--- src/aes256_pkg.sv ---
// shared types, tables and round functions for the aes-256 block cipher
`default_nettype none
package aes256_pkg;

    typedef logic [127:0] state_t;
    typedef logic [3:0]   rk_idx_t;

    localparam int      NUM_STAGES = 15;
    localparam rk_idx_t LAST_ROUND = 4'd14;
    localparam rk_idx_t KX_STEPS   = 4'd13;

    typedef logic [2:0] cfg_idx_t;
    localparam cfg_idx_t CFG_KEY_PART0 = 3'd0;
    localparam cfg_idx_t CFG_KEY_PART1 = 3'd1;
    localparam cfg_idx_t CFG_KEY_PART2 = 3'd2;
    localparam cfg_idx_t CFG_KEY_PART3 = 3'd3;
    localparam cfg_idx_t CFG_DIRECTION = 3'd4;

    localparam logic [0:255][7:0] SBOX = {
        128'h637c777bf26b6fc53001672bfed7ab76, 128'hca82c97dfa5947f0add4a2af9ca472c0,
        128'hb7fd9326363ff7cc34a5e5f171d83115, 128'h04c723c31896059a071280e2eb27b275,
        128'h09832c1a1b6e5aa0523bd6b329e32f84, 128'h53d100ed20fcb15b6acbbe394a4c58cf,
        128'hd0efaafb434d338545f9027f503c9fa8, 128'h51a3408f929d38f5bcb6da2110fff3d2,
        128'hcd0c13ec5f974417c4a77e3d645d1973, 128'h60814fdc222a908846eeb814de5e0bdb,
        128'he0323a0a4906245cc2d3ac629195e479, 128'he7c8376d8dd54ea96c56f4ea657aae08,
        128'hba78252e1ca6b4c6e8dd741f4bbd8b8a, 128'h703eb5664803f60e613557b986c11d9e,
        128'he1f8981169d98e949b1e87e9ce5528df, 128'h8ca1890dbfe6426841992d0fb054bb16
    };

    localparam logic [0:255][7:0] INV_SBOX = {
        128'h52096ad53036a538bf40a39e81f3d7fb, 128'h7ce339829b2fff87348e4344c4dee9cb,
        128'h547b9432a6c2233dee4c950b42fac34e, 128'h082ea16628d924b2765ba2496d8bd125,
        128'h72f8f66486689816d4a45ccc5d65b692, 128'h6c704850fdedb9da5e154657a78d9d84,
        128'h90d8ab008cbcd30af7e45805b8b34506, 128'hd02c1e8fca3f0f02c1afbd0301138a6b,
        128'h3a9111414f67dcea97f2cfcef0b4e673, 128'h96ac7422e7ad3585e2f937e81c75df6e,
        128'h47f11a711d29c5896fb7620eaa18be1b, 128'hfc563e4bc6d279209adbc0fe78cd5af4,
        128'h1fdda8338807c731b11210592780ec5f, 128'h60517fa919b54a0d2de57a9f93c99cef,
        128'ha0e03b4dae2af5b0c8ebbb3c83539961, 128'h172b047eba77d626e169146355210c7d
    };

    function automatic logic [7:0] xtime(input logic [7:0] a);
        xtime = {a[6:0], 1'b0} ^ (a[7] ? 8'h1b : 8'h00);
    endfunction

    function automatic logic [31:0] sub_word(input logic [31:0] w);
        sub_word = {SBOX[w[31:24]], SBOX[w[23:16]], SBOX[w[15:8]], SBOX[w[7:0]]};
    endfunction

    // byte k of the state sits at bits [127-8k -: 8]
    function automatic state_t sub_shift(input state_t s);
        state_t t;
        int     r;
        int     c;
        t = '0;
        for (c = 0; c < 4; c++) begin
            for (r = 0; r < 4; r++) begin
                t[127 - 8 * (r + 4 * c) -: 8] = SBOX[s[127 - 8 * (r + 4 * ((c + r) % 4)) -: 8]];
            end
        end
        sub_shift = t;
    endfunction

    function automatic state_t inv_sub_shift(input state_t s);
        state_t t;
        int     r;
        int     c;
        t = '0;
        for (c = 0; c < 4; c++) begin
            for (r = 0; r < 4; r++) begin
                t[127 - 8 * (r + 4 * ((c + r) % 4)) -: 8] = INV_SBOX[s[127 - 8 * (r + 4 * c) -: 8]];
            end
        end
        inv_sub_shift = t;
    endfunction

    function automatic state_t mix_cols(input state_t s);
        state_t     t;
        logic [7:0] a0;
        logic [7:0] a1;
        logic [7:0] a2;
        logic [7:0] a3;
        logic [7:0] all;
        int         c;
        t = '0;
        for (c = 0; c < 4; c++) begin
            a0  = s[127 - 32 * c -: 8];
            a1  = s[119 - 32 * c -: 8];
            a2  = s[111 - 32 * c -: 8];
            a3  = s[103 - 32 * c -: 8];
            all = a0 ^ a1 ^ a2 ^ a3;
            t[127 - 32 * c -: 8] = a0 ^ all ^ xtime(a0 ^ a1);
            t[119 - 32 * c -: 8] = a1 ^ all ^ xtime(a1 ^ a2);
            t[111 - 32 * c -: 8] = a2 ^ all ^ xtime(a2 ^ a3);
            t[103 - 32 * c -: 8] = a3 ^ all ^ xtime(a3 ^ a0);
        end
        mix_cols = t;
    endfunction

    function automatic state_t inv_mix_cols(input state_t s);
        state_t     t;
        logic [7:0] a   [4];
        logic [7:0] m9  [4];
        logic [7:0] m11 [4];
        logic [7:0] m13 [4];
        logic [7:0] m14 [4];
        logic [7:0] x2;
        logic [7:0] x4;
        logic [7:0] x8;
        int         c;
        int         r;
        t = '0;
        for (c = 0; c < 4; c++) begin
            for (r = 0; r < 4; r++) begin
                a[r]   = s[127 - 8 * (r + 4 * c) -: 8];
                x2     = xtime(a[r]);
                x4     = xtime(x2);
                x8     = xtime(x4);
                m9[r]  = x8 ^ a[r];
                m11[r] = x8 ^ x2 ^ a[r];
                m13[r] = x8 ^ x4 ^ a[r];
                m14[r] = x8 ^ x4 ^ x2;
            end
            t[127 - 32 * c -: 8] = m14[0] ^ m11[1] ^ m13[2] ^ m9[3];
            t[119 - 32 * c -: 8] = m9[0] ^ m14[1] ^ m11[2] ^ m13[3];
            t[111 - 32 * c -: 8] = m13[0] ^ m9[1] ^ m14[2] ^ m11[3];
            t[103 - 32 * c -: 8] = m11[0] ^ m13[1] ^ m9[2] ^ m14[3];
        end
        inv_mix_cols = t;
    endfunction

endpackage
`default_nettype wire

--- src/aes256_kx.sv ---
// key registers and iterative key expansion into per-stage round keys
`default_nettype none
module aes256_kx
    import aes256_pkg::*;
(
    input  wire logic        clk,
    input  wire logic        rst_n,
    input  wire logic        cfg_we,
    input  wire cfg_idx_t    cfg_addr,
    input  wire logic [63:0] cfg_wdata,
    output logic             busy,
    output logic             decrypt,
    output state_t           stage_key [NUM_STAGES]
);

    logic [63:0]  key_reg [4];
    logic         dir_reg;
    logic         busy_reg;
    logic         busy_next;
    rk_idx_t      step_reg;
    rk_idx_t      step_next;
    logic [255:0] win_reg;
    logic [255:0] win_next;
    state_t       rk_reg [NUM_STAGES];

    logic [31:0]  w7;
    logic [31:0]  t;
    logic [7:0]   rcon;
    logic [31:0]  n0;
    logic [31:0]  n1;
    logic [31:0]  n2;
    logic [31:0]  n3;
    state_t       new_key;
    state_t       first_key;
    state_t       second_key;
    rk_idx_t      rk_num;
    rk_idx_t      dst_idx;
    state_t       dst_data;
    rk_idx_t      dst_first;
    rk_idx_t      dst_second;
    state_t       second_data;
    logic         valid_addr;

    assign valid_addr = (cfg_addr == CFG_KEY_PART0) || (cfg_addr == CFG_KEY_PART1)
                     || (cfg_addr == CFG_KEY_PART2) || (cfg_addr == CFG_KEY_PART3)
                     || (cfg_addr == CFG_DIRECTION);

    always_comb
    begin
        // odd steps follow a multiple of eight words: rotate and add rcon
        w7   = win_reg[31:0];
        rcon = 8'h01 << step_reg[3:1];
        if (step_reg[0])
        begin
            t = sub_word({w7[23:0], w7[31:24]}) ^ {rcon, 24'h000000};
        end
        else
        begin
            t = sub_word(w7);
        end
        n0      = win_reg[255:224] ^ t;
        n1      = win_reg[223:192] ^ n0;
        n2      = win_reg[191:160] ^ n1;
        n3      = win_reg[159:128] ^ n2;
        new_key = {n0, n1, n2, n3};
        rk_num  = step_reg + 4'd1;
        dst_idx = dir_reg ? LAST_ROUND - rk_num : rk_num;
        if (dir_reg && rk_num != LAST_ROUND)
        begin
            dst_data = inv_mix_cols(new_key);
        end
        else
        begin
            dst_data = new_key;
        end

        first_key   = {key_reg[0], key_reg[1]};
        second_key  = {key_reg[2], key_reg[3]};
        dst_first   = dir_reg ? LAST_ROUND : 4'd0;
        dst_second  = dir_reg ? LAST_ROUND - 4'd1 : 4'd1;
        second_data = dir_reg ? inv_mix_cols(second_key) : second_key;

        win_next  = win_reg;
        step_next = step_reg;
        busy_next = busy_reg;
        if (cfg_we && valid_addr)
        begin
            busy_next = 1'b1;
            step_next = '0;
        end
        else if (busy_reg)
        begin
            if (step_reg == '0)
            begin
                win_next = {first_key, second_key};
            end
            else
            begin
                win_next = {win_reg[127:0], new_key};
            end
            step_next = step_reg + 4'd1;
            if (step_reg == KX_STEPS)
            begin
                busy_next = 1'b0;
            end
        end
    end

    always_ff @(posedge clk or negedge rst_n)
    begin
        if (!rst_n)
        begin
            key_reg[0] <= '0;
            key_reg[1] <= '0;
            key_reg[2] <= '0;
            key_reg[3] <= '0;
            dir_reg    <= 1'b0;
            busy_reg   <= 1'b1;
            step_reg   <= '0;
        end
        else
        begin
            busy_reg <= busy_next;
            step_reg <= step_next;
            if (cfg_we)
            begin
                unique case (cfg_addr)
                    CFG_KEY_PART0: key_reg[0] <= cfg_wdata;
                    CFG_KEY_PART1: key_reg[1] <= cfg_wdata;
                    CFG_KEY_PART2: key_reg[2] <= cfg_wdata;
                    CFG_KEY_PART3: key_reg[3] <= cfg_wdata;
                    CFG_DIRECTION: dir_reg    <= cfg_wdata[0];
                    default: ;
                endcase
            end
        end
    end

    always_ff @(posedge clk)
    begin
        win_reg <= win_next;
        if (busy_reg && !(cfg_we && valid_addr))
        begin
            for (int m = 0; m < NUM_STAGES; m++)
            begin
                if (step_reg == '0)
                begin
                    if (rk_idx_t'(m) == dst_first)
                    begin
                        rk_reg[m] <= first_key;
                    end
                    else if (rk_idx_t'(m) == dst_second)
                    begin
                        rk_reg[m] <= second_data;
                    end
                end
                else if (rk_idx_t'(m) == dst_idx)
                begin
                    rk_reg[m] <= dst_data;
                end
            end
        end
    end

    assign busy      = busy_reg;
    assign decrypt   = dir_reg;
    assign stage_key = rk_reg;

endmodule
`default_nettype wire

--- config.mk ---
export PLATFORM = sky130hd
export DESIGN_NAME = aes256_kx
export DESIGN_NICKNAME = d
export VERILOG_FILES = /design/src/aes256_pkg.sv /design/src/aes256_kx.sv
export SDC_FILE = /design/constraint.sdc
export NUM_CORES = 2
export LEC_CHECK = 0
export BUFFER_PORTS_ARGS = -buffer_cell sky130_fd_sc_hd__buf_2
export CORE_AREA = 8 8 772 774
export DETAILED_ROUTE_END_ITERATION = 12
export DIE_AREA = 0 0 780 782
export PLACE_DENSITY = 0.33
export SYNTH_ARGS = -nofsm -noshare
export SYNTH_HDL_FRONTEND = slang
export SYNTH_SLANG_ARGS = --single-unit
--- constraint.sdc ---
create_clock -name clk -period 17.15 [get_ports clk]
set_input_delay 0.8575 -clock clk [delete_from_list [all_inputs] [get_ports clk]]
set_output_delay 0.8575 -clock clk [all_outputs]
set_load 0.03 [all_outputs]
==> flow_summary.json <==
{
  "status": "complete, no violations",
  "rsz0062_at_grt": "no",
  "fmax_mhz": 111,
  "synth_top_family_by_area": "XOR/XNOR gates",
  "reg2reg_to": "stage_key[237]",
  "slowest_stage": "mux2i_1",
  "critical_path_arrival_ps": 9270,
  "synth_xor_area_share_pct": 16.1,
  "cap_viol_max_count": 0,
  "hold_viol_final": 0,
  "synth_seq_cells": 2438,
  "hold_path.class": "in2reg",
  "worstSetupEndpointType": "flip-flop",
  "cp_max_fo": 60,
  "setup_viol": 0,
  "synth_mux_area_share_pct": 4.38,
  "setup_tns_ps": 0,
  "fin_crit_sh_pct": 52.4,
  "critPathKind": "reg2reg",
  "drv_slew": 0,
  "clk_pin_slew_worst_paths_ps": 60,
  "synth_compound_area_share_pct": 8.62,
  "synthFlopType": "edfxtp_1",
  "yosys_warnings": 0,
  "synth_edf_count": 2176,
  "via_per_inst": 4.63,
  "grt_pass1_vias": 87327,
  "die_area_um2": 610000,
  "wirelength_mm": 702,
  "grt_overflow": 0,
  "pin_count": 1992,
  "cts_buffer_depth": 4,
  "syn_nets": 9140,
  "drive_gt1_share_pct": 29.3,
  "synth.top_cell.area_share_pct": 54.6,
  "hold-path-endpoint": "first_key[2]",
  "drc": 0,
  "vias": 88198,
  "cp-start-kind": "flip-flop",
  "grt_start_max_net_pins": 142,
  "core_area_um2": 584000,
  "largest_reg_flops": 1920,
  "synthCells": 9006,
  "yosysUniqueCellTypes": 122,
  "cts_num_sinks": 2438,
  "first_iter_violations": 9071,
  "cts-htree-levels": 5,
  "wl_per_cell_um": 36.9,
  "die_y_um": 782,
  "holdCritStartpoint": "cfg_wdata[2]",
  "yosysSeqAreaShare_pct": 60.0,
  "track_usage_pct": 21.9,
  "cts_root_buffer": "clkbuf_16",
  "syn-cell-area_um2": 120000,
  "tightest_slew_ps": 1470,
  "hpwlAfterDp_mm": 526,
  "firstDrtPassIters": 6,
  "cp.required_ps": 17420,
  "postLayoutCoreUtil_pct": 25.6,
  "grt_pass1_wl_mm": 913,
  "rows": 281,
  "slew_headroom_pct": 1.60,
  "finClkSkew_ps": 132,
  "syn_area_per_cell_um2": 13.3,
  "synth_area_leaders": "edfxtp_1, xnor2_1, dfrtp_1",
  "yosys.cell_count.top_type": "edfxtp_1",
  "reg2reg_setup_slack_ps": 8160,
  "nNetsFinal": 11112,
  "clk_latency_ps": 1020,
  "worstPathCellList": "buf_4 > buf_4 > mux2i_1 > mux2i_1 > a211o_1 > o32ai_1 > o32a_1 > xor2_1 > mux2i_1 > xnor2_1 > xnor2_1 > xor3_1 > xor2_1 > xnor2_1 > nand2_1 > nand4_1",
  "cts_tree": "built",
  "slowest_delay_ps": 1220,
  "cts_buffers": 300,
  "worstRegToRegCells": 16,
  "yosys-top-cells-count": "edfxtp_1, xnor2_1, nand2_1",
  "area_growth_pct": 24.9,
  "initial_utilization_pct": 20.5,
  "post_cts_resized": 0,
  "min_period_ps": 8990,
  "synthArstFlopShare_pct": 10.7,
  "synth_simple_gate_area_share_pct": 7.66,
  "portBuffers": 1991,
  "rr_startpoint": "win_reg[18]",
  "yosysTopAreaCell": "edfxtp_1",
  "synth_adder_area_share_pct": 0.669,
  "whs_path_depth": 2,
  "die_w_um": 780,
  "finalWeightedCongestion": 0.888,
  "ant_nets": 0,
  "grt_antenna_before_repair": 120
}
## worst max-delay path by stage
stage                     cells after the start              end   startpoint  slack [ps]
after floorplan                              13   stage_key[128]  step_reg[0]        4440
after global placement                       18   stage_key[750]   win_reg[0]        8230
after detailed placement                     18   stage_key[540]  win_reg[25]        8290
after CTS                                    18  stage_key[1564]  win_reg[25]        8300
after global routing                         18   stage_key[622]   win_reg[0]        8130
final                                        16   stage_key[237]  win_reg[18]        8160
## worst max-delay path: cells and delay by family (launching register included)
kind | cells | cell delay [ps]
buffers and inverters | 2 | 1080
AOI/OAI and AO/OA | 3 | 1330
muxes | 3 | 1530
xor gates and xnor gates | 6 | 2850
DFF | 1 | 330
and+or+nand+nor | 2 | 1130
## what timing repair did
| item | 4_1_cts | 5_1_grt |
|---|---|---|
| hold buffers | 1 | 0 |
| setup buffers | 0 | 0 |
| endpoints found under the hold margin | 57 | 0 |
## cells by family after synthesis
logic type	count (synthesis)
adders and majority gates	64
buffers and inverters	693
xor gates and xnor gates	1820
AOI/OAI and AO/OA	1498
DFF	2438
muxes	457
and+or+nand+nor	2036
## layout make-up
type                            count  area (um^2)
Inverter                           54          210
Multi-Input combinational cell   5875        45300
Antenna cell                       58          145
Timing Repair Buffer             2309        12500
Sequential cell                  2438        71900
Tap cell                         7782         9740
Clock inverter                    167         1840
Clock buffer                      373         7980
Fill cell                       61349       434000
## metrics by stage
step | cell area [um^2] | instances | worst slack [ps] | hold slack (ps)
global placement | 140000 | 18457 | 8230 | 505
global route | 150000 | 19029 | 8130 | 127
finish | 150000 | 19056 | 8160 | 180
floorplan | 120000 | 9006 | 4440 | 491
detailed placement | 140000 | 18457 | 8290 | 500
CTS | 149000 | 18998 | 8300 | 88.7
## layer usage
| metal | wire [um] | vias up | GRT usage (%) |
|---|---|---|---|
| met4 | 22500 | 16 | 6.07 |
| met1 | 297000 | 46544 | 28.4 |
| li1 | - | 36805 | - |
| met2 | 333000 | 4125 | 36.6 |
| met5 | 86 | - | 0 |
| met3 | 49200 | 708 | 4.92 |
## cell usage in the layout (no fill, tap or decap), types with 90 or more instances in the layout
| cell type | count |
|---|---|
| xnor2_1 | 1194 |
| xnor3_1 | 151 |
| nor2_1 | 338 |
| nand3_1 | 148 |
| nor3_1 | 90 |
| buf_4 | 306 |
| o21ai_0 | 269 |
| xor2_1 | 355 |
| buf_2 | 1990 |
| a21oi_1 | 342 |
| nand2_1 | 1007 |
| clkbuf_16 | 304 |
| mux2_2 | 291 |
| nand2b_1 | 100 |
| dfrtp_1 | 259 |
| mux2i_1 | 135 |
| nor2b_1 | 100 |
| edfxtp_1 | 2176 |
Power is left out: the tool's default activity adds up to more than one toggle a clock period on the data nets, which glitch-free logic cannot reach.
